## src/rtl/core/vsa_pkg.sv

```systemverilog
// Package for the vector signed angle block: widths, the arctangent table
// and small helpers shared by the pipeline cells. No dependencies.
package vsa_pkg;
    localparam int MaxStages  = 32;
    localparam int AngW       = 27;   // internal angle, units of pi/2^24, signed
    localparam int DotW       = 36;
    localparam int CrsW       = 34;
    localparam int SqW        = 64;
    localparam int RootW      = 32;
    localparam int CordW      = 56;   // x/y datapath of the CORDIC
    localparam logic signed [AngW-1:0] HalfPi = 27'sd8388608;
    localparam logic signed [AngW-1:0] FullPi = 27'sd16777216;

    typedef logic signed [AngW-1:0] ang_t;
    typedef logic signed [CordW-1:0] cord_t;

    function automatic ang_t atan_entry(input logic [4:0] idx);
        ang_t r;
        r = '0;
        case (idx)
            5'd0:  r = 27'sd4194304;
            5'd1:  r = 27'sd2476042;
            5'd2:  r = 27'sd1308273;
            5'd3:  r = 27'sd664100;
            5'd4:  r = 27'sd333339;
            5'd5:  r = 27'sd166832;
            5'd6:  r = 27'sd83436;
            5'd7:  r = 27'sd41721;
            5'd8:  r = 27'sd20861;
            5'd9:  r = 27'sd10430;
            5'd10: r = 27'sd5215;
            5'd11: r = 27'sd2608;
            5'd12: r = 27'sd1304;
            5'd13: r = 27'sd652;
            5'd14: r = 27'sd326;
            5'd15: r = 27'sd163;
            5'd16: r = 27'sd81;
            5'd17: r = 27'sd41;
            5'd18: r = 27'sd20;
            5'd19: r = 27'sd10;
            5'd20: r = 27'sd5;
            5'd21: r = 27'sd3;
            5'd22: r = 27'sd1;
            5'd23: r = 27'sd1;
            default: r = '0;
        endcase
        return r;
    endfunction

    // Item state carried down the chain beside the datapath.
    typedef struct packed {
        logic        zero_crs;   // cross product zero
        logic        neg_dot;
        logic        neg_cz;
    } tag_t;
endpackage

```

## src/rtl/core/vsa_cordic_cell.sv

```systemverilog
// One CORDIC vectoring cell: one micro-rotation by atan(2^-Idx) per cell.
// Depends on vsa_pkg.
module vsa_cordic_cell
    import vsa_pkg::*;
#(
    parameter int Idx = 0
)
(
    input  logic   clk,
    input  logic   rst_n,
    input  logic   in_vld,
    input  cord_t  in_x,
    input  cord_t  in_y,
    input  ang_t   in_z,
    input  tag_t   in_tag,
    output logic   out_vld,
    output cord_t  out_x,
    output cord_t  out_y,
    output ang_t   out_z,
    output tag_t   out_tag
);
    cord_t xs, ys;
    ang_t  step;
    logic  vld_reg;

    assign xs   = in_x >>> Idx;
    assign ys   = in_y >>> Idx;
    assign step = atan_entry(5'(Idx));

    always_ff @(posedge clk or negedge rst_n)
    begin
        if (!rst_n)
            vld_reg <= 1'b0;
        else
            vld_reg <= in_vld;
    end

    always_ff @(posedge clk)
    begin
        if (!in_y[CordW-1])
        begin
            out_x <= in_x + ys;
            out_y <= in_y - xs;
            out_z <= in_z + step;
        end
        else
        begin
            out_x <= in_x - ys;
            out_y <= in_y + xs;
            out_z <= in_z - step;
        end
        out_tag <= in_tag;
    end

    assign out_vld = vld_reg;
endmodule

```

## config.mk

```make
export PLATFORM = sky130hd
export DESIGN_NAME = vsa_cordic_cell
export DESIGN_NICKNAME = d
export VERILOG_FILES = /design/src/rtl/core/vsa_pkg.sv /design/src/rtl/core/vsa_cordic_cell.sv
export SDC_FILE = /design/constraint.sdc
export NUM_CORES = 1
export LEC_CHECK = 0
export ABC_AREA = 1
export BUFFER_PORTS_ARGS = -buffer_cell sky130_fd_sc_hd__buf_2
export CORE_MARGIN = 3
export CORE_UTILIZATION = 54
export CTS_CLUSTER_DIAMETER = 60
export DETAILED_ROUTE_END_ITERATION = 8
export PLACE_DENSITY = 0.76
export SLEW_MARGIN = 20
export SYNTH_ARGS = -nofsm -noshare
export SYNTH_HDL_FRONTEND = slang
export SYNTH_SLANG_ARGS = --single-unit
```

## constraint.sdc

```tcl
create_clock -name clk -period 0.8 [get_ports clk]
set_input_delay 0.08 -clock clk [delete_from_list [all_inputs] [get_ports clk]]
set_output_delay 0.08 -clock clk [all_outputs]
set_load 0.005 [all_outputs]
```

==> results of run 1 <==
[through the flow]
step           TNS (ns)  cell area (um2)  setup slack (ns)
3_5_place_dp    -125.73            26100             -1.33
4_1_cts          -80.70            30700            -0.621
2_1_floorplan    -68.13            21200            -0.756
3_3_place_gp    -119.12            26100             -1.24
[layer usage]
layer | overflow | global-route usage
met1 | 5 | 0.770
met2 | 112 | 0.915
met3 | 6 | 0.645
met4 | 78 | 0.729
met5 | 0 | 0.374
[cells in the mapped netlist (all sizes together)]
library cell,instances,share of area
a31oi,7,0.0024
clkinv,1,0.00020
o21ai,100,0.027
clkbuf,15,0.0036
o21a,7,0.0028
and2,7,0.0024
o21bai,32,0.013
nand3,274,0.076
nor2,245,0.058
a21oi,164,0.044
and3,1,0.00034
ha,168,0.11
nor4,1,0.00034
o22ai,10,0.0034
nand4,54,0.018
o211ai,6,0.0030
or2,6,0.0020
xor2,42,0.020
a21o,1,0.00040
dfrtp,1,0.0013
buf,63,0.026
dfxtp,141,0.15
nand2,1303,0.27
inv,742,0.15
o31ai,6,0.0024
fa,4,0.0043
nor3,25,0.0094
xnor2,1,0.00047
[cells by family after synthesis]
kind of cell	Yosys count	share of synthesized area
compound gates	333	0.0985
xor+xnor	43	0.0202
fa+ha+maj	172	0.117
buf+inv	821	0.179
flops	142	0.153
simple gates	1916	0.432
[repair_timing]
action | in CTS
hold endpoints to repair | 31
gates resized for setup | 899
gates cloned | 0
buffers inserted | 78
hold buffers | 32
pin swaps | 343
setup endpoints to repair | 252
==> results.ini, run 1 <==
[global_route]
overflow = 201
grt_use_total = 0.768
grt_pass1_vias = 33500
grt_max_degree = 32
grt_pass1_wl_um = 212000

[die]
row_count = 67
io_pins = 288
dieHeight_um = 192
die_w_um = 192
start_util = 0.552

[logic_synthesis]
yosysWarnings = 0
synthDistinctLibCells = 42
synth_nets = 3744
ys_ff_latch = 142
seq_area_frac_synth = 0.153
syn_area_per_cell_um2 = 5.44
synth_area_um2 = 18600
netlist_instances = 3427

[place]
gp_congestion = 1.12
dp.final_hpwl_um = 71100
numPortBuffers = 287
dp.cells = 4543

[status]
haltStage = 5_1_grt
stop_error = [ERROR GRT-0116] Global routing finished with congestion. Check the congestion regions in the DRC Viewer.
status = did not finish

[clock_tree]
htree_levels = 4
cts_sinks = 142
cts_inserted_buffers = 17
ctsLongestPathBuffers = 2
cts_root_buf = clkbuf_16

==> inputs of run 2 (changes only) <==
--- a/config.mk
+++ b/config.mk
@@ -8,10 +8,9 @@
 export ABC_AREA = 1
 export BUFFER_PORTS_ARGS = -buffer_cell sky130_fd_sc_hd__buf_2
 export CORE_MARGIN = 3
-export CORE_UTILIZATION = 54
-export CTS_CLUSTER_DIAMETER = 60
+export CORE_UTILIZATION = 40
 export DETAILED_ROUTE_END_ITERATION = 8
-export PLACE_DENSITY = 0.76
+export PLACE_DENSITY_LB_ADDON = 0.15
 export SLEW_MARGIN = 20
 export SYNTH_ARGS = -nofsm -noshare
 export SYNTH_HDL_FRONTEND = slang
==> constraint.sdc (replaced) <==
create_clock -name clk -period 1.04 [get_ports clk]
set_input_delay 0.104 -clock clk [delete_from_list [all_inputs] [get_ports clk]]
set_output_delay 0.104 -clock clk [all_outputs]
set_load 0.005 [all_outputs]
==> results.ini, run 2 <==
[status]
status = finished with violations
violations = negative hold slack, negative setup slack

[place]
dp.final_hpwl_um = 72000  ; +1.4%
gp_congestion = 1.04  ; -6.6%
dp.cells = 4713  ; +3.7%
numPortBuffers = 287  ; unchanged

[clock_tree]
cts_root_buf = clkbuf_16
htree_levels = 4  ; unchanged
ctsLongestPathBuffers = 2  ; unchanged
cts_sinks = 142  ; unchanged
clk_pin_slew_ns = 0.07
cts_tree = yes
cts_inserted_buffers = 17  ; unchanged

[worst_setup_path]
critPathLaunchType = primary input
endpoint_kind = flop
crit_type = in2reg
crit_fanout = 6
critPathRequiredTime_ns = 1.40
arrival_ns = 1.91

[logic_synthesis]
synth_area_leaders = nand2_1 (26%), dfxtp_1 (15%), inv_1 (15%)
synth_mux_area_frac = 0  ; unchanged
synth_fa_ha_area_frac = 0.117  ; unchanged
synth_async_sr_flop_share = 0.00704  ; unchanged
synth-compound-area-share = 0.0985  ; unchanged
synthXorXnorAreaFrac = 0.0202  ; unchanged
synth_top_area_cell = nand2_1
yosysWarnings = 0  ; unchanged
synth_edf_count = 0  ; unchanged
synth_area_um2 = 18600  ; unchanged
synth_nets = 3744  ; unchanged
seq_area_frac_synth = 0.153  ; unchanged
synthSimpleGateAreaFrac = 0.432  ; unchanged
synth_top_family_by_area = simple AND/OR/NAND/NOR gates
synth_common_cells = nand2_1 (1288), inv_1 (732), nand3_1 (266), nor2_1 (196), ha_1 (168)
synth.most_common_cell = nand2_1
ys_ff_latch = 142  ; unchanged
ys.flop_type = dfxtp_1
synthDistinctLibCells = 42  ; unchanged
netlist_instances = 3427  ; unchanged
syn_area_per_cell_um2 = 5.44  ; unchanged
synth_top_cell_area_share = 0.259  ; unchanged

[layout]
final_common_cell = nand2_1
largest_register = out_y
largest_reg_flops = 56
drive_gt1_frac = 0.533
area_growth_syn_to_layout_pct = 80.3
top_regs = out_y x56, out_x x55, out_z x27
layout.nets = 4622
layout.cells.non_filler = 4917
n_antenna_cell = 0
layout_common_cells = nand2_1 (801), inv_1 (519), buf_4 (485)

[route]
drtAntennaViolNets = 0
met3WireLength_um = 7870
post_drt_via_cell_ratio = 5.18
wl_met2_um = 41900
first_iter_violations = 2377
vias = 25500
met1_length_um = 38600
drc = 0
first_pass_iters = 6
wl_um = 92700
wl_per_cell_um = 18.9
highest_layer = met4

[die]
io_pins = 288  ; unchanged
start_util = 0.408  ; -0.144
die_area_um2 = 49200
die_w_um = 222  ; +16%
row_count = 78  ; +16%
core_area_um2 = 45700
dieHeight_um = 222  ; +16%

[sta]
fmax_ghz = 0.645
finalHoldViolations = 1
whs_ns = -0.00293
setup_viol = 111
min_period_ns = 1.55
slew_violations = 0
rsz0062_at_grt = true
setup_ws_ns = -0.511
timing.final.crit_share = 1.49
slew_headroom = 0.755
tightest_slew_ns = 0.364

[global_route]
grt_max_degree = 44
grt_use_total = 0.345
grt_antenna_before_repair = 0
grt_pass1_vias = 23700
grt_pass1_wl_um = 133000
overflow = 0

[hold_path]
hold_path_depth = 4
hold_end = out_z[25]$_DFF_P_
holdCritStartpoint = in_z[22]
hold_path.class = in2reg

[power_and_ir_drop]
powerDensity_nw_per_um2 = 969
p_total_w = 0.0326
vdd_drop_max_uv = 1760
leakagePower_nw = 17.9

[run]
cap_violations = 0

run 2: how the worst max path moves through the flow:
| stage | to | start | cells after the start |
|---|---|---|---|
| final | out_y[55]$_DFF_P_ | in_y[11] | 15 |
| after global routing | out_x[40]$_DFF_P_ | in_x[11] | 15 |
| after CTS | out_x[44]$_DFF_P_ | in_x[23] | 14 |
| after detailed placement | out_y[32]$_DFF_P_ | in_y[0] | 16 |
| after global placement | out_y[32]$_DFF_P_ | in_y[0] | 16 |
| after floorplan | out_y[54]$_DFF_P_ | in_y[23] | 14 |
run 2: cell type report:
type,instances,area (um2)
multi-input combinational,2464,18500
clock buffer,17,425
fill,3587,12100
sequential,142,2890
inverter,743,3060
clock inverter,14,126
tap,600,751
timing repair buffer,937,7870
run 2: power breakdown:
part	switching, W	internal, W	leakage [nW]
Combinational	0.0112	0.00847	16.4
Sequential	0.000353	0.00637	1.20
Clock	0.00305	0.00313	0.263
Total	0.0146	0.0180	17.9
run 2: critical path: stages:
cell     delay, ns
buf_8         0.10
ha_4          0.28
buf_8         0.15
nor2_4        0.16
inv_2         0.06
nor2_4        0.20
nand2_2       0.11
nor2_1        0.12
nand2_1       0.12
nand3_4       0.17
nand2_4       0.07
nand3_2       0.07
nand2_2       0.05
nand3_1       0.08
nand2_1       0.06
run 2: cell families after synthesis:
logic type,after synthesis
and+or+nand+nor,1916
buffers and inverters,821
xor gates and xnor gates,43
AOI/OAI and AO/OA,333
adders and majority gates,172
DFF,142
run 2: through the flow:
stage	utilization	instance area, um2	setup TNS [ns]	setup WS, ns
3_3_place_gp	0.577	26300	-97.55	-1.07
4_1_cts	0.677	30900	-30.14	-0.404
3_5_place_dp	0.577	26300	-99.04	-1.13
5_1_grt	0.736	33600	-45.28	-0.576
2_1_floorplan	-	21100	-43.98	-0.540
6_report	0.736	33600	-38.90	-0.511
run 2: per-layer routing:
layer	vias up	GRT usage
li1	12200	-
met1	11800	0.464
met2	1254	0.556
met3	250	0.0552
met4	0	0.130
met5	-	0
run 2: repair_timing:
item,CTS,global route
buffers inserted,87,69
gates resized for setup,853,603
pin swaps,364,350
endpoints found under the setup margin,131,133
hold buffers,30,1
hold endpoints to repair,30,1
No activity file was read; power rests on OpenSTA's default activity.
==> inputs of run 3 (changes only) <==
--- a/config.mk
+++ b/config.mk
@@ -8,7 +8,7 @@
 export ABC_AREA = 1
 export BUFFER_PORTS_ARGS = -buffer_cell sky130_fd_sc_hd__buf_2
 export CORE_MARGIN = 3
-export CORE_UTILIZATION = 40
+export CORE_UTILIZATION = 50
 export DETAILED_ROUTE_END_ITERATION = 8
 export PLACE_DENSITY_LB_ADDON = 0.15
 export SLEW_MARGIN = 20
==> results.ini, run 3 <==
[logic_synthesis]
netlist_instances = 3427  ; unchanged
synth.most_common_cell = nand2_1
synth_common_cells = nand2_1 (1288), inv_1 (732), nand3_1 (266), nor2_1 (196), ha_1 (168)
syn_area_per_cell_um2 = 5.44  ; unchanged
synth_edf_count = 0  ; unchanged
yosysWarnings = 0  ; unchanged
synthDistinctLibCells = 42  ; unchanged
synth_async_sr_flop_share = 0.00704  ; unchanged
ys_ff_latch = 142  ; unchanged
seq_area_frac_synth = 0.153  ; unchanged
synth_area_um2 = 18600  ; unchanged
synth_area_leaders = nand2_1 (26%), dfxtp_1 (15%), inv_1 (15%)
synth_top_area_cell = nand2_1
ys.flop_type = dfxtp_1
synth_nets = 3744  ; unchanged
synth_top_cell_area_share = 0.259  ; unchanged

[clock_tree]
cts_sinks = 142  ; unchanged
cts_inserted_buffers = 17  ; unchanged
ctsLongestPathBuffers = 2  ; unchanged
cts_root_buf = clkbuf_16
htree_levels = 4  ; unchanged

[die]
io_pins = 288  ; unchanged
row_count = 70  ; -10%
die_w_um = 199  ; -10%
start_util = 0.508  ; +0.0998
dieHeight_um = 199  ; -10%

[global_route]
overflow = 1756
grt_max_degree = 30
grt_use_total = 0.885

[place]
numPortBuffers = 287  ; unchanged
dp.final_hpwl_um = 73900  ; +2.5%
gp_congestion = 1.05  ; +0.75%
dpl_cell_area_um2 = 26200  ; -0.35%
dp.cells = 4584  ; -2.7%

[status]
haltStage = 5_1_grt
stop_error = [ERROR GRT-0232] Routing congestion too high. Check the congestion heatmap in the GUI.
status = did not finish

[sta]
timing.grt.repair.worst_endpoint = out_x[35]$_DFF_P_/D
endpoint_type = register data pin

run 3: cells by family after synthesis:
group	share of synthesized area
compound gates	0.0985
xor+xnor	0.0202
fa+ha+maj	0.117
buf+inv	0.179
flops	0.153
simple gates	0.432
run 3: through the flow:
stage                     setup TNS [ns]  setup slack [ns]
after CTS                         -33.53            -0.407
after detailed placement         -101.79             -1.09
after global placement            -96.32             -1.05
after floorplan                   -43.98            -0.540
run 3: per-layer routing:
layer	global-route usage	GRT overflow
met1	0.806	31
met2	1.11	1220
met3	0.716	26
met4	0.975	475
met5	0.414	4
run 3: what timing repair did:
action                                  in CTS
cloned                                       0
hold endpoints to repair                    30
hold buffers                                30
endpoints found under the setup margin     124
pin swaps                                  304
buffers inserted                            75
resized for setup                          824
