### src/rtl/core/vsa_pkg.sv
// Package for the vector signed angle block: widths, the arctangent table
// and small helpers shared by the pipeline cells. No dependencies.
package vsa_pkg;
    localparam int MaxStages  = 32;
    localparam int AngW       = 27;   // internal angle, units of pi/2^24, signed
    localparam int DotW       = 36;
    localparam int CrsW       = 34;
    localparam int SqW        = 64;
    localparam int RootW      = 32;
    localparam int CordW      = 56;   // x/y datapath of the CORDIC
    localparam logic signed [AngW-1:0] HalfPi = 27'sd8388608;
    localparam logic signed [AngW-1:0] FullPi = 27'sd16777216;

    typedef logic signed [AngW-1:0] ang_t;
    typedef logic signed [CordW-1:0] cord_t;

    function automatic ang_t atan_entry(input logic [4:0] idx);
        ang_t r;
        r = '0;
        case (idx)
            5'd0:  r = 27'sd4194304;
            5'd1:  r = 27'sd2476042;
            5'd2:  r = 27'sd1308273;
            5'd3:  r = 27'sd664100;
            5'd4:  r = 27'sd333339;
            5'd5:  r = 27'sd166832;
            5'd6:  r = 27'sd83436;
            5'd7:  r = 27'sd41721;
            5'd8:  r = 27'sd20861;
            5'd9:  r = 27'sd10430;
            5'd10: r = 27'sd5215;
            5'd11: r = 27'sd2608;
            5'd12: r = 27'sd1304;
            5'd13: r = 27'sd652;
            5'd14: r = 27'sd326;
            5'd15: r = 27'sd163;
            5'd16: r = 27'sd81;
            5'd17: r = 27'sd41;
            5'd18: r = 27'sd20;
            5'd19: r = 27'sd10;
            5'd20: r = 27'sd5;
            5'd21: r = 27'sd3;
            5'd22: r = 27'sd1;
            5'd23: r = 27'sd1;
            default: r = '0;
        endcase
        return r;
    endfunction

    // Item state carried down the chain beside the datapath.
    typedef struct packed {
        logic        zero_crs;   // cross product zero
        logic        neg_dot;
        logic        neg_cz;
    } tag_t;
endpackage

### src/rtl/core/vsa_sqrt_cell.sv
// One cell of the pipelined integer square root: one result bit per cell.
// Depends on vsa_pkg.
module vsa_sqrt_cell
    import vsa_pkg::*;
#(
    parameter int BitIdx = 31
)
(
    input  logic              clk,
    input  logic              rst_n,
    input  logic              in_vld,
    input  logic [SqW-1:0]    in_rem,
    input  logic [RootW-1:0]  in_root,
    input  logic [DotW-1:0]   in_dot,
    input  logic [4:0]        in_n,
    input  tag_t              in_tag,
    output logic              out_vld,
    output logic [SqW-1:0]    out_rem,
    output logic [RootW-1:0]  out_root,
    output logic [DotW-1:0]   out_dot,
    output logic [4:0]        out_n,
    output tag_t              out_tag
);
    // Restoring digit step: try root bit BitIdx.
    logic [SqW-1:0]   trial;
    logic [RootW-1:0] rem_root_next;
    logic [SqW-1:0]   rem_next;
    logic             vld_reg;

    always_comb
    begin
        trial = ({32'd0, in_root} << (BitIdx + 1)) | (64'd1 << (2 * BitIdx));
        if (in_rem >= trial)
        begin
            rem_next      = in_rem - trial;
            rem_root_next = in_root | (32'd1 << BitIdx);
        end
        else
        begin
            rem_next      = in_rem;
            rem_root_next = in_root;
        end
    end

    always_ff @(posedge clk or negedge rst_n)
    begin
        if (!rst_n)
            vld_reg <= 1'b0;
        else
            vld_reg <= in_vld;
    end

    always_ff @(posedge clk)
    begin
        out_rem  <= rem_next;
        out_root <= rem_root_next;
        out_dot  <= in_dot;
        out_n    <= in_n;
        out_tag  <= in_tag;
    end

    assign out_vld = vld_reg;
endmodule

### config.mk
export PLATFORM = sky130hd
export DESIGN_NAME = vsa_sqrt_cell
export DESIGN_NICKNAME = d
export VERILOG_FILES = /design/src/rtl/core/vsa_pkg.sv /design/src/rtl/core/vsa_sqrt_cell.sv
export SDC_FILE = /design/constraint.sdc
export NUM_CORES = 1
export LEC_CHECK = 0
export BUFFER_PORTS_ARGS = -buffer_cell sky130_fd_sc_hd__buf_2
export CAP_MARGIN = 30
export CORE_MARGIN = 1.5
export CORE_UTILIZATION = 44
export DETAILED_ROUTE_END_ITERATION = 6
export PLACE_DENSITY_LB_ADDON = 0.2
export SLEW_MARGIN = 20
export SYNTH_ARGS = -nofsm -noshare
export SYNTH_HDL_FRONTEND = slang
export SYNTH_SLANG_ARGS = --single-unit
### constraint.sdc
create_clock -name clk -period 0.8 [get_ports clk]
set_clock_uncertainty 0.2 [all_clocks]
set_input_delay 0.04 -clock clk [delete_from_list [all_inputs] [get_ports clk]]
set_output_delay 0.04 -clock clk [all_outputs]
set_load 0.01 [all_outputs]
==> impl_metrics.ini, run 1 <==
[grt]
grt_pass1_wl_um = 30700
grt_overflow_total = 0
grt_pass1_vias = 5916
grt_usage = 0.319
antenna_found_initial = 2
grt_max_degree = 17

[route]
routed_wirelength_um = 24900
post_drt_wl_per_cell_um = 22.0
vias = 6004
vias_per_cell = 5.30
antenna_left = 0
first_iter_violations = 344
dr.pass1.iters = 5
drc = 0

[clocking]
clk_pin_slew_ns = 0.07
clock_sinks = 141
htree_levels = 4
holdBufCountCts = 108
cts_buffer_depth = 2
ctsRootBufferMaster = clkbuf_16
cts_inserted_buffers = 17
cts_tree = yes

[setup_path]
crit_type = in -> reg
critPathMaxFanout = 5
required_ns = 0.92
end_kind = register
cp-startpoint = in_root[3]
cp_data_arrival_time_ns = 2.59
cp-start-kind = input pin

[placement]
dp.cells = 982
dpl.hpwl_um = 11900
portBuffers = 283
place_congestion = 0.920
place_area_um2 = 7510

[sta]
timing.final.crit_period_ns = 2.48
whs_ns = -0.473
maxSlewViolCount = 0
hold_viol_final = 35
setup_viol = 175
tightest_slew_ns = 0.430
max_freq_mhz = 404
setup_ws_ns = -1.68
max_slew_margin = 0.712
rsz0062_at_grt = true
fin_crit_sh = 3.09

[floorplan]
core_um2 = 11400
die_y_um = 111
start_util = 0.451
num_rows = 39
chipWidth_um = 111
io_pins = 284
die-area_um2 = 12300

[power_and_ir_drop]
swShare = 0.287
power_switching_mw = 6.03
leakagePower_nw = 4.90
seqPwrFrac = 0.376
intPower_mw = 15.0
combPwrFrac = 0.258
vdd_drop_max_v = 0.00252
power.density_nw_per_um2 = 2080
pwr-share-clk = 0.366

[logic_synthesis]
synth_seq_cells = 141
syn_nets = 641
ys_async_sr_fraction = 0.00709
synth_top_area_share = 0.546
yosysSeqAreaShare = 0.551
ys.flop_type = dfxtp_1
syn_area_per_cell_um2 = 11.0
synthesis.area_um2 = 5130
synth_edf_count = 0
yosysTopAreaCell = dfxtp_1
yosys-top-cells-area = dfxtp_1 55%, ha_1 7.6%, mux2_2 5.9%, xnor2_1 3.6%, a21oi_1 3.3%
synth_cells = 466
yosysUniqueCellTypes = 53
yosys_warnings = 0

[finish]
stdcell_count = 1133
layout_commonest_cell = buf_2
syn_to_final_growth_pct = 97.2
num-nets-final = 1151
layout_common_cells = 191 x buf_2, 108 x dlygate4sd3_1, 101 x buf_4
final_area_um2 = 10100
drive_gt1_frac = 0.576

[outcome]
run_status = finished with violations
violations = negative hold slack, negative setup slack

[job]
cap_viol_max_count = 0

[min_path]
hold_start = in_root[0]
hp-class = in -> reg
## state kept, by name, indices dropped and copies added (netlist names)
name / flops
out_dot: 36
out_n: 5
out_rem: 64
out_root: 32
out_tag: 3
out_vld: 1
## metrics by stage
step	total power, mW	TNS, ns	hold slack, ns	worst slack (ns)	utilization
floorplan	9.79	-62.17	-0.456	-1.95	-
global placement	11.6	-67.89	-0.385	-2.11	0.661
detailed placement	11.7	-69.10	-0.383	-2.15	0.661
CTS	19.9	-90.04	-0.476	-1.51	0.846
global route	21.5	-100.89	-0.480	-1.79	0.889
finish	21.0	-96.02	-0.473	-1.68	0.890
## logic make-up after synthesis
logic type / after synthesis / synth area share
flip-flops: 141 / 0.551
AND/OR/NAND/NOR: 93 / 0.0927
AO/OA/AOI/OAI: 90 / 0.121
buffers and inverters: 53 / 0.0439
adder cells (fa/ha/maj): 32 / 0.0795
XOR/XNOR: 29 / 0.0495
multiplexers: 28 / 0.0622
## metal layers
layer,vias to the layer above,global-route usage,share of wire
met5,-,0,0.00048
met4,2,0.182,0.068
met3,134,0.0765,0.069
met2,413,0.572,0.51
met1,2819,0.340,0.36
li1,2636,-,-
## worst paths after layout
kind / end / slack [ns] / depth (start not counted)
max: out_rem[58] / -1.68 / 13
min: out_root[0] / -0.47 / 1
max in group asynchronous: out_vld / -0.01 / 3
min in group asynchronous: out_vld / 0.30 / 3
## synth_stat cells (all sizes together) (4+ instances only)
| master | count |
|---|---|
| nand3 | 6 |
| nand4 | 7 |
| a211oi | 4 |
| o21ai | 14 |
| xnor2 | 21 |
| a31oi | 4 |
| nand2 | 23 |
| dfxtp | 140 |
| buf | 6 |
| mux2 | 28 |
| inv | 44 |
| a21o | 6 |
| nand2b | 8 |
| o21a | 4 |
| o21bai | 4 |
| a21oi | 34 |
| nor4 | 11 |
| nor3 | 5 |
| nor2 | 22 |
| xor2 | 8 |
| ha | 31 |
## layout make-up
type | instances | area [um^2]
timing repair buffer | 500 | 3980
tap | 143 | 179
fill | 504 | 1260
sequential | 141 | 2940
clock buffer | 21 | 450
multi-input combinational | 272 | 2290
inverter | 44 | 173
clock inverter | 10 | 91.3
antenna | 2 | 5.00
## worst max-delay path, cell delays in order
cell	delay [ns]
buf_2	0.10
inv_1	0.05
ha_1	0.34
o211ai_1	0.33
a21oi_4	0.06
o2111ai_2	0.27
buf_4	0.16
a21oi_1	0.09
nor4_1	0.38
o31ai_1	0.14
a21oi_1	0.27
xnor2_1	0.11
mux2_4	0.26
## what timing repair did
item                       in CTS  in global routing
setup buffers                   6                  3
setup endpoints to repair     174                174
pin swaps                      10                  5
hold endpoints to repair      142                 35
resized for setup             106                128
gates cloned                    2                  0
## power by group through the flow
stage          clock (mW)  sequential [mW]  combinational, mW
6_report             7.69             7.89               5.41
5_1_grt              7.99             7.91               5.65
4_1_cts              7.36             7.73               4.77
3_5_place_dp            0             7.82               3.85
3_3_place_gp            0             7.81               3.78
2_1_floorplan           0             8.11               1.68
Note: power is estimated with default switching activity, not from simulation.
==> run 2, diff against run 1 <==
BUFFER_PORTS_ARGS = -buffer_cell sky130_fd_sc_hd__buf_4   (was -buffer_cell sky130_fd_sc_hd__buf_2)
==> run 2 against run 1 <==
Against the previous run: the run now fails in global routing (5_1_grt); area after synthesis did not move; synthesized cell count unchanged.
==> impl_metrics.ini, run 2 <==
[logic_synthesis]
synth.most_common_cell = dfxtp_1
syn_area_per_cell_um2 = 11.0
synth_seq_cells = 141
yosys-top-cells-area = dfxtp_1 55%, ha_1 7.6%, mux2_2 5.9%, xnor2_1 3.6%, a21oi_1 3.3%
yosysSeqAreaShare = 0.551
synthesis.area_um2 = 5130
syn_nets = 641
yosys_warnings = 0
netlist_top_cells_count = 140 x dfxtp_1, 44 x inv_1, 34 x a21oi_1
ys_async_sr_fraction = 0.00709
yosysUniqueCellTypes = 53
synth_cells = 466
synth_top_area_share = 0.546
yosysTopAreaCell = dfxtp_1
ys.flop_type = dfxtp_1
synth_edf_count = 0

[sta]
worst_endpoint = out_rem[35]$_DFF_P_/D
worst-ep-kind = sequential cell input

[floorplan]
start_util = 0.451
die_y_um = 111
num_rows = 39
chipWidth_um = 111
io_pins = 284

[placement]
place_area_um2 = 8200
preCtsSetupSlack_ns = -2.06
dp.cells = 977
dpl.hpwl_um = 12200
place_congestion = 0.951
portBuffers = 283

[grt]
grt_usage = 0.866
antenna_found_initial = 2
grt_max_degree = 17
grt_overflow_total = 492

[outcome]
error_line = [ERROR GRT-0232] Routing congestion too high. Check the congestion heatmap in the GUI.
run_status = aborted with a tool error
haltStage = global routing (5_1_grt)

[clocking]
ctsRootBufferMaster = clkbuf_16
cts_inserted_buffers = 17
htree_levels = 4
cts_buffer_depth = 2
clock_sinks = 141
==> run 2: layer usage <==
metal / GRT overflow / GRT usage
met1: 2 / 0.820
met2: 376 / 1.12
met3: 3 / 0.633
met4: 111 / 0.979
met5: 0 / 0.0458
==> run 2: cells by family after synthesis <==
family,count (synthesis),share of synthesized area
flops,141,0.551
simple gates,93,0.0927
compound gates,90,0.121
buf+inv,53,0.0439
fa+ha+maj,32,0.0795
xor+xnor,29,0.0495
mux,28,0.0622
==> run 2: stage by stage <==
| stage | hold WS (ns) | setup TNS (ns) |
|---|---|---|
| 3_5_place_dp | -0.384 | -66.20 |
| 2_1_floorplan | -0.456 | -62.17 |
| 4_1_cts | -0.484 | -89.60 |
| 3_3_place_gp | -0.385 | -65.59 |
==> run 2: timing repair <==
item | in CTS
buffers inserted | 7
pin swaps | 12
hold buffers | 110
setup endpoints to repair | 174
endpoints found under the hold margin | 142
cloned | 3
resized for setup | 261
==> run 3, diff against run 2 <==
CORE_UTILIZATION = 40   (was 44)
PLACE_DENSITY_LB_ADDON = 0.15   (was 0.2)
==> run 3 against run 2 <==
Against the previous run: the flow now finishes, with violations (negative hold slack, negative setup slack).
==> impl_metrics.ini, run 3 (synthesized netlist as in run 1, its figures left out) <==
[outcome]
run_status = finished with violations
violations = negative hold slack, negative setup slack

[finish]
n_antenna_cell = 0
layout_common_cells = 244 x buf_4, 145 x buf_6, 136 x dfxtp_2
largest_reg_flops = 64
reg_top3 = out_rem: 64 flops, out_dot: 36 flops, out_root: 32 flops
num-nets-final = 1154
fill_cells = 572
top_register = out_rem
post-route-util = 0.868
layout_commonest_cell = buf_4
final_area_um2 = 10900
syn_to_final_growth_pct = 113
drive_gt1_frac = 0.629

[job]
cap_viol_max_count = 0

[sta]
fin_crit_sh = 2.97
max_freq_mhz = 421
max_slew_margin = 0.724
maxSlewViolCount = 0
rsz0062_at_grt = true
tightest_slew_ns = 0.411
hold_viol_final = 35
whs_ns = -0.464
timing.final.crit_period_ns = 2.37
setup_ws_ns = -1.57
setup_viol = 174

[route]
routed_wirelength_um = 23900
vias_per_cell = 4.93
antenna_left = 0
drc = 0
vias = 5739
dr.pass1.iters = 5
post_drt_wl_per_cell_um = 20.5
first_iter_violations = 329

[placement]
preCtsSetupSlack_ns = -2.10
dpl.hpwl_um = 12900
portBuffers = 283
place_area_um2 = 8250
place_congestion = 0.876

[clocking]
htree_levels = 4
cts_buffer_depth = 2
clock_sinks = 141
cts_tree = yes
cts_inserted_buffers = 17
ctsRootBufferMaster = clkbuf_16
holdBufCountCts = 109
clk_pin_slew_ns = 0.07

[setup_path]
critPathMaxFanout = 7
cp-start-kind = input pin
end_kind = register
crit_type = in -> reg
cp_data_arrival_time_ns = 2.49
required_ns = 0.92

[floorplan]
core_um2 = 12600
io_pins = 284
start_util = 0.408
num_rows = 41
die_y_um = 116
chipWidth_um = 116
die-area_um2 = 13500

[grt]
antenna_found_initial = 0
grt_pass1_vias = 6134
grt_usage = 0.323
grt_max_degree = 17
grt_overflow_total = 0
grt_pass1_wl_um = 32700

[power_and_ir_drop]
leakagePower_nw = 5.17
power.density_nw_per_um2 = 1960
totalPowerFinal_mw = 21.4
vdd_drop_max_v = 0.00158

[min_path]
hp-class = in -> reg
[run 3: power breakdown]
group,internal (mW),switching [mW]
sequential,7.65,0.297
combinational,3.37,2.35
clock,4.29,3.45
[run 3: worst paths after layout]
kind / slack (ns) / from / cells after the start / end
hold / removal: -0.46 / in_root[0] / 1 / out_root[0]
max in group asynchronous: 0.54 / rst_n / 2 / out_vld
min in group asynchronous: -0.22 / rst_n / 2 / out_vld
setup / recovery: -1.57 / in_rem[32] / 14 / out_rem[58]
[run 3: through the flow]
step / std cells / TNS, ns / hold slack, ns
6_report: 1164 / -93.55 / -0.464
3_5_place_dp: 1011 / -67.66 / -0.382
2_1_floorplan: 466 / -62.17 / -0.456
4_1_cts: 1160 / -89.53 / -0.477
5_1_grt: 1164 / -97.67 / -0.469
3_3_place_gp: 1011 / -65.71 / -0.385
[run 3: critical path: stages]
cell and delay (ns):
buf_8 0.09, inv_8 0.03, ha_4 0.15, fa_2 0.38, nand2b_4 0.17, a21oi_4 0.16
o2111ai_2 0.15, nand2_2 0.12, a31oi_4 0.10, o21a_4 0.22, a211oi_4 0.25, buf_6 0.17
buf_8 0.15, mux2_4 0.31
[run 3: cell type report]
class	instances	area (um^2)	share of cell area
Timing Repair Buffer	503	4640	0.425
Sequential cell	141	3000	0.275
Multi-Input combinational cell	272	2320	0.212
Clock buffer	20	467	0.0428
Tap cell	172	215	0.0197
Inverter	44	173	0.0158
Clock inverter	12	101	0.00929
[run 3: what timing repair did]
item                                   4_1_cts  5_1_grt
endpoints found under the hold margin      142       35
gates resized for setup                    270       63
pin swaps                                   13       10
setup endpoints to repair                  174      175
gates cloned                                 1        0
buffers inserted                             8        6
[run 3: metal layers]
metal / GRT usage / wire, um / up-vias
met2: 0.586 / 12300 / 298
met5: 0 / 0 / -
met3: 0.0887 / 1650 / 94
li1: - / - / 2637
met4: 0.192 / 1490 / 0
met1: 0.333 / 8440 / 2710
==> run 4, diff against run 3 <==
GPL_TIMING_DRIVEN = 0   (was unset)
==> run 4 against run 3 <==
Against the previous run: the flow still finishes with violations (negative hold slack, negative setup slack); hold slack worse by 0.013 ns; critical path depth up 1; clock power up 0.8%; sequential share of layout area up 1.4 points; combinational power down 9.6%; fmax down 2.0%; setup slack worse by 0.048 ns; via count down 7.3%; critical endpoint is now out_rem[53]; largest power group unchanged; design area down 4.8%; flip-flop and latch count unchanged.
==> impl_metrics.ini, run 4 (synthesized netlist as in run 1, its figures left out) <==
[outcome]
run_status = finished with violations
violations = negative hold slack, negative setup slack

[min_path]
hp-class = in -> reg

[finish]
multi_input_area_um2 = 2360
fill_cells = 650
final_area_um2 = 10400
n_antenna_cell = 0
top_register = out_rem
reg_top3 = out_rem: 64 flops, out_dot: 36 flops, out_root: 32 flops
post-route-util = 0.826
layout_common_cells = 152 x buf_4, 147 x buf_6, 133 x dfxtp_2
drive_gt1_frac = 0.593
layout_commonest_cell = buf_4
num-nets-final = 1073
largest_reg_flops = 64
syn_to_final_growth_pct = 102
register_area_um2 = 2990

[route]
drc = 0
first_iter_violations = 233
vias_per_cell = 4.91
antenna_left = 0
dr.pass1.iters = 4
routed_wirelength_um = 21200
vias = 5319
post_drt_wl_per_cell_um = 19.5

[placement]
preCtsSetupSlack_ns = -2.65
place_congestion = 0.894
dpl.hpwl_um = 11500
portBuffers = 283
place_area_um2 = 7560

[floorplan]
chipWidth_um = 116
io_pins = 284
die_y_um = 116
num_rows = 41
start_util = 0.408
die-area_um2 = 13500
core_um2 = 12600

[sta]
tightest_slew_ns = 0.413
whs_ns = -0.477
fin_crit_sh = 3.03
fin_tns_setup_ns = -93.72
hold_viol_final = 33
max_freq_mhz = 413
maxSlewViolCount = 0
timing.final.crit_period_ns = 2.42
rsz0062_at_grt = true
max_slew_margin = 0.722
setup_ws_ns = -1.62
setup_viol = 174

[setup_path]
worstPathCellList = buf_8 -> inv_8 -> ha_4 -> fa_2 -> nand2b_4 -> a21oi_4 -> o2111ai_4 -> nand2_2 -> a31oi_4 -> o21a_4 -> a211oi_4 -> buf_6 -> buf_12 -> buf_12 -> mux2_4
crit_buf_inv = 5
crit_type = in -> reg
end_kind = register
critPathSlowestCell = fa_2
critPathMaxFanout = 5
cp-start-kind = input pin
path_delay_family = compound AO/OA/AOI/OAI gates
crit_top_cell = buf_12
cpPeakStageDelay_ns = 0.34
cp_data_arrival_time_ns = 2.53
required_ns = 0.91

[grt]
antenna_found_initial = 0
grt_max_degree = 17
grt_usage = 0.290
grt_pass1_wl_um = 29000
grt_overflow_total = 0
grt_pass1_vias = 5488

[clocking]
clk_pin_slew_ns = 0.07
cts_tree = yes
clock_sinks = 141
ctsRootBufferMaster = clkbuf_16
holdBufCountCts = 110
cts_buffer_depth = 2
cts_inserted_buffers = 17
htree_levels = 4

[job]
cap_viol_max_count = 0

[power_and_ir_drop]
leakagePower_nw = 4.77
vdd_drop_max_v = 0.00118
power.density_nw_per_um2 = 2010
==> run 4: changes by cell type in the layout (fill, tap and decap cells not counted), moves of 5 or more <==
cell,before,now
clkbuf_1,0,5
ha_1,28,21
ha_2,1,6
buf_4,244,152
==> run 4: layout make-up <==
| class | count | share of cell area |
|---|---|---|
| Buffer | 9 | 0.00843 |
| Clock buffer | 21 | 0.0443 |
| Clock inverter | 11 | 0.0106 |
| Inverter | 44 | 0.0166 |
| Multi-Input combinational cell | 272 | 0.227 |
| Sequential cell | 141 | 0.288 |
| Tap cell | 172 | 0.0207 |
| Timing Repair Buffer | 413 | 0.384 |
==> run 4: path summary, 6_finish.rpt <==
| check | start | end | slack [ns] | cells after the start |
|---|---|---|---|---|
| setup / recovery | in_rem[32] | out_rem[53] | -1.62 | 15 |
| hold / removal | in_root[0] | out_root[0] | -0.48 | 1 |
| max in group asynchronous | rst_n | out_vld | 0.03 | 3 |
| min in group asynchronous | rst_n | out_vld | 0.25 | 3 |
==> run 4: repair_timing <==
item / 4_1_cts / 5_1_grt
resized for setup: 256 / 82
setup endpoints to repair: 174 / 174
hold endpoints to repair: 142 / 33
cloned: 2 / 0
buffers inserted: 14 / 5
pin swaps: 12 / 7
==> run 4: per-stage QoR <==
stage / hold WS [ns] / cells / power (mW)
after global routing: -0.495 / 1083 / 21.7
after detailed placement: -0.384 / 921 / 11.5
final: -0.477 / 1083 / 20.9
after floorplan: -0.456 / 466 / 9.79
after global placement: -0.385 / 921 / 11.5
after CTS: -0.488 / 1079 / 20.4
==> run 4: report_power, final <==
| group | total [mW] | internal [mW] | leakage, nW | switching [mW] |
|---|---|---|---|---|
| Combinational | 5.17 | 3.02 | 3.30 | 2.15 |
| Sequential | 7.92 | 7.65 | 1.19 | 0.271 |
| Clock | 7.80 | 4.49 | 0.276 | 3.31 |
| Total | 20.9 | 15.2 | 4.77 | 5.74 |
==> run 4: metal layers <==
metal,GRT usage,routed length (um),up-vias,part of all wire
li1,-,-,2477,-
met1,0.297,7670,2537,0.36
met2,0.533,11100,246,0.52
met3,0.0856,1500,59,0.071
met4,0.154,897,0,0.042
met5,0,0,-,0
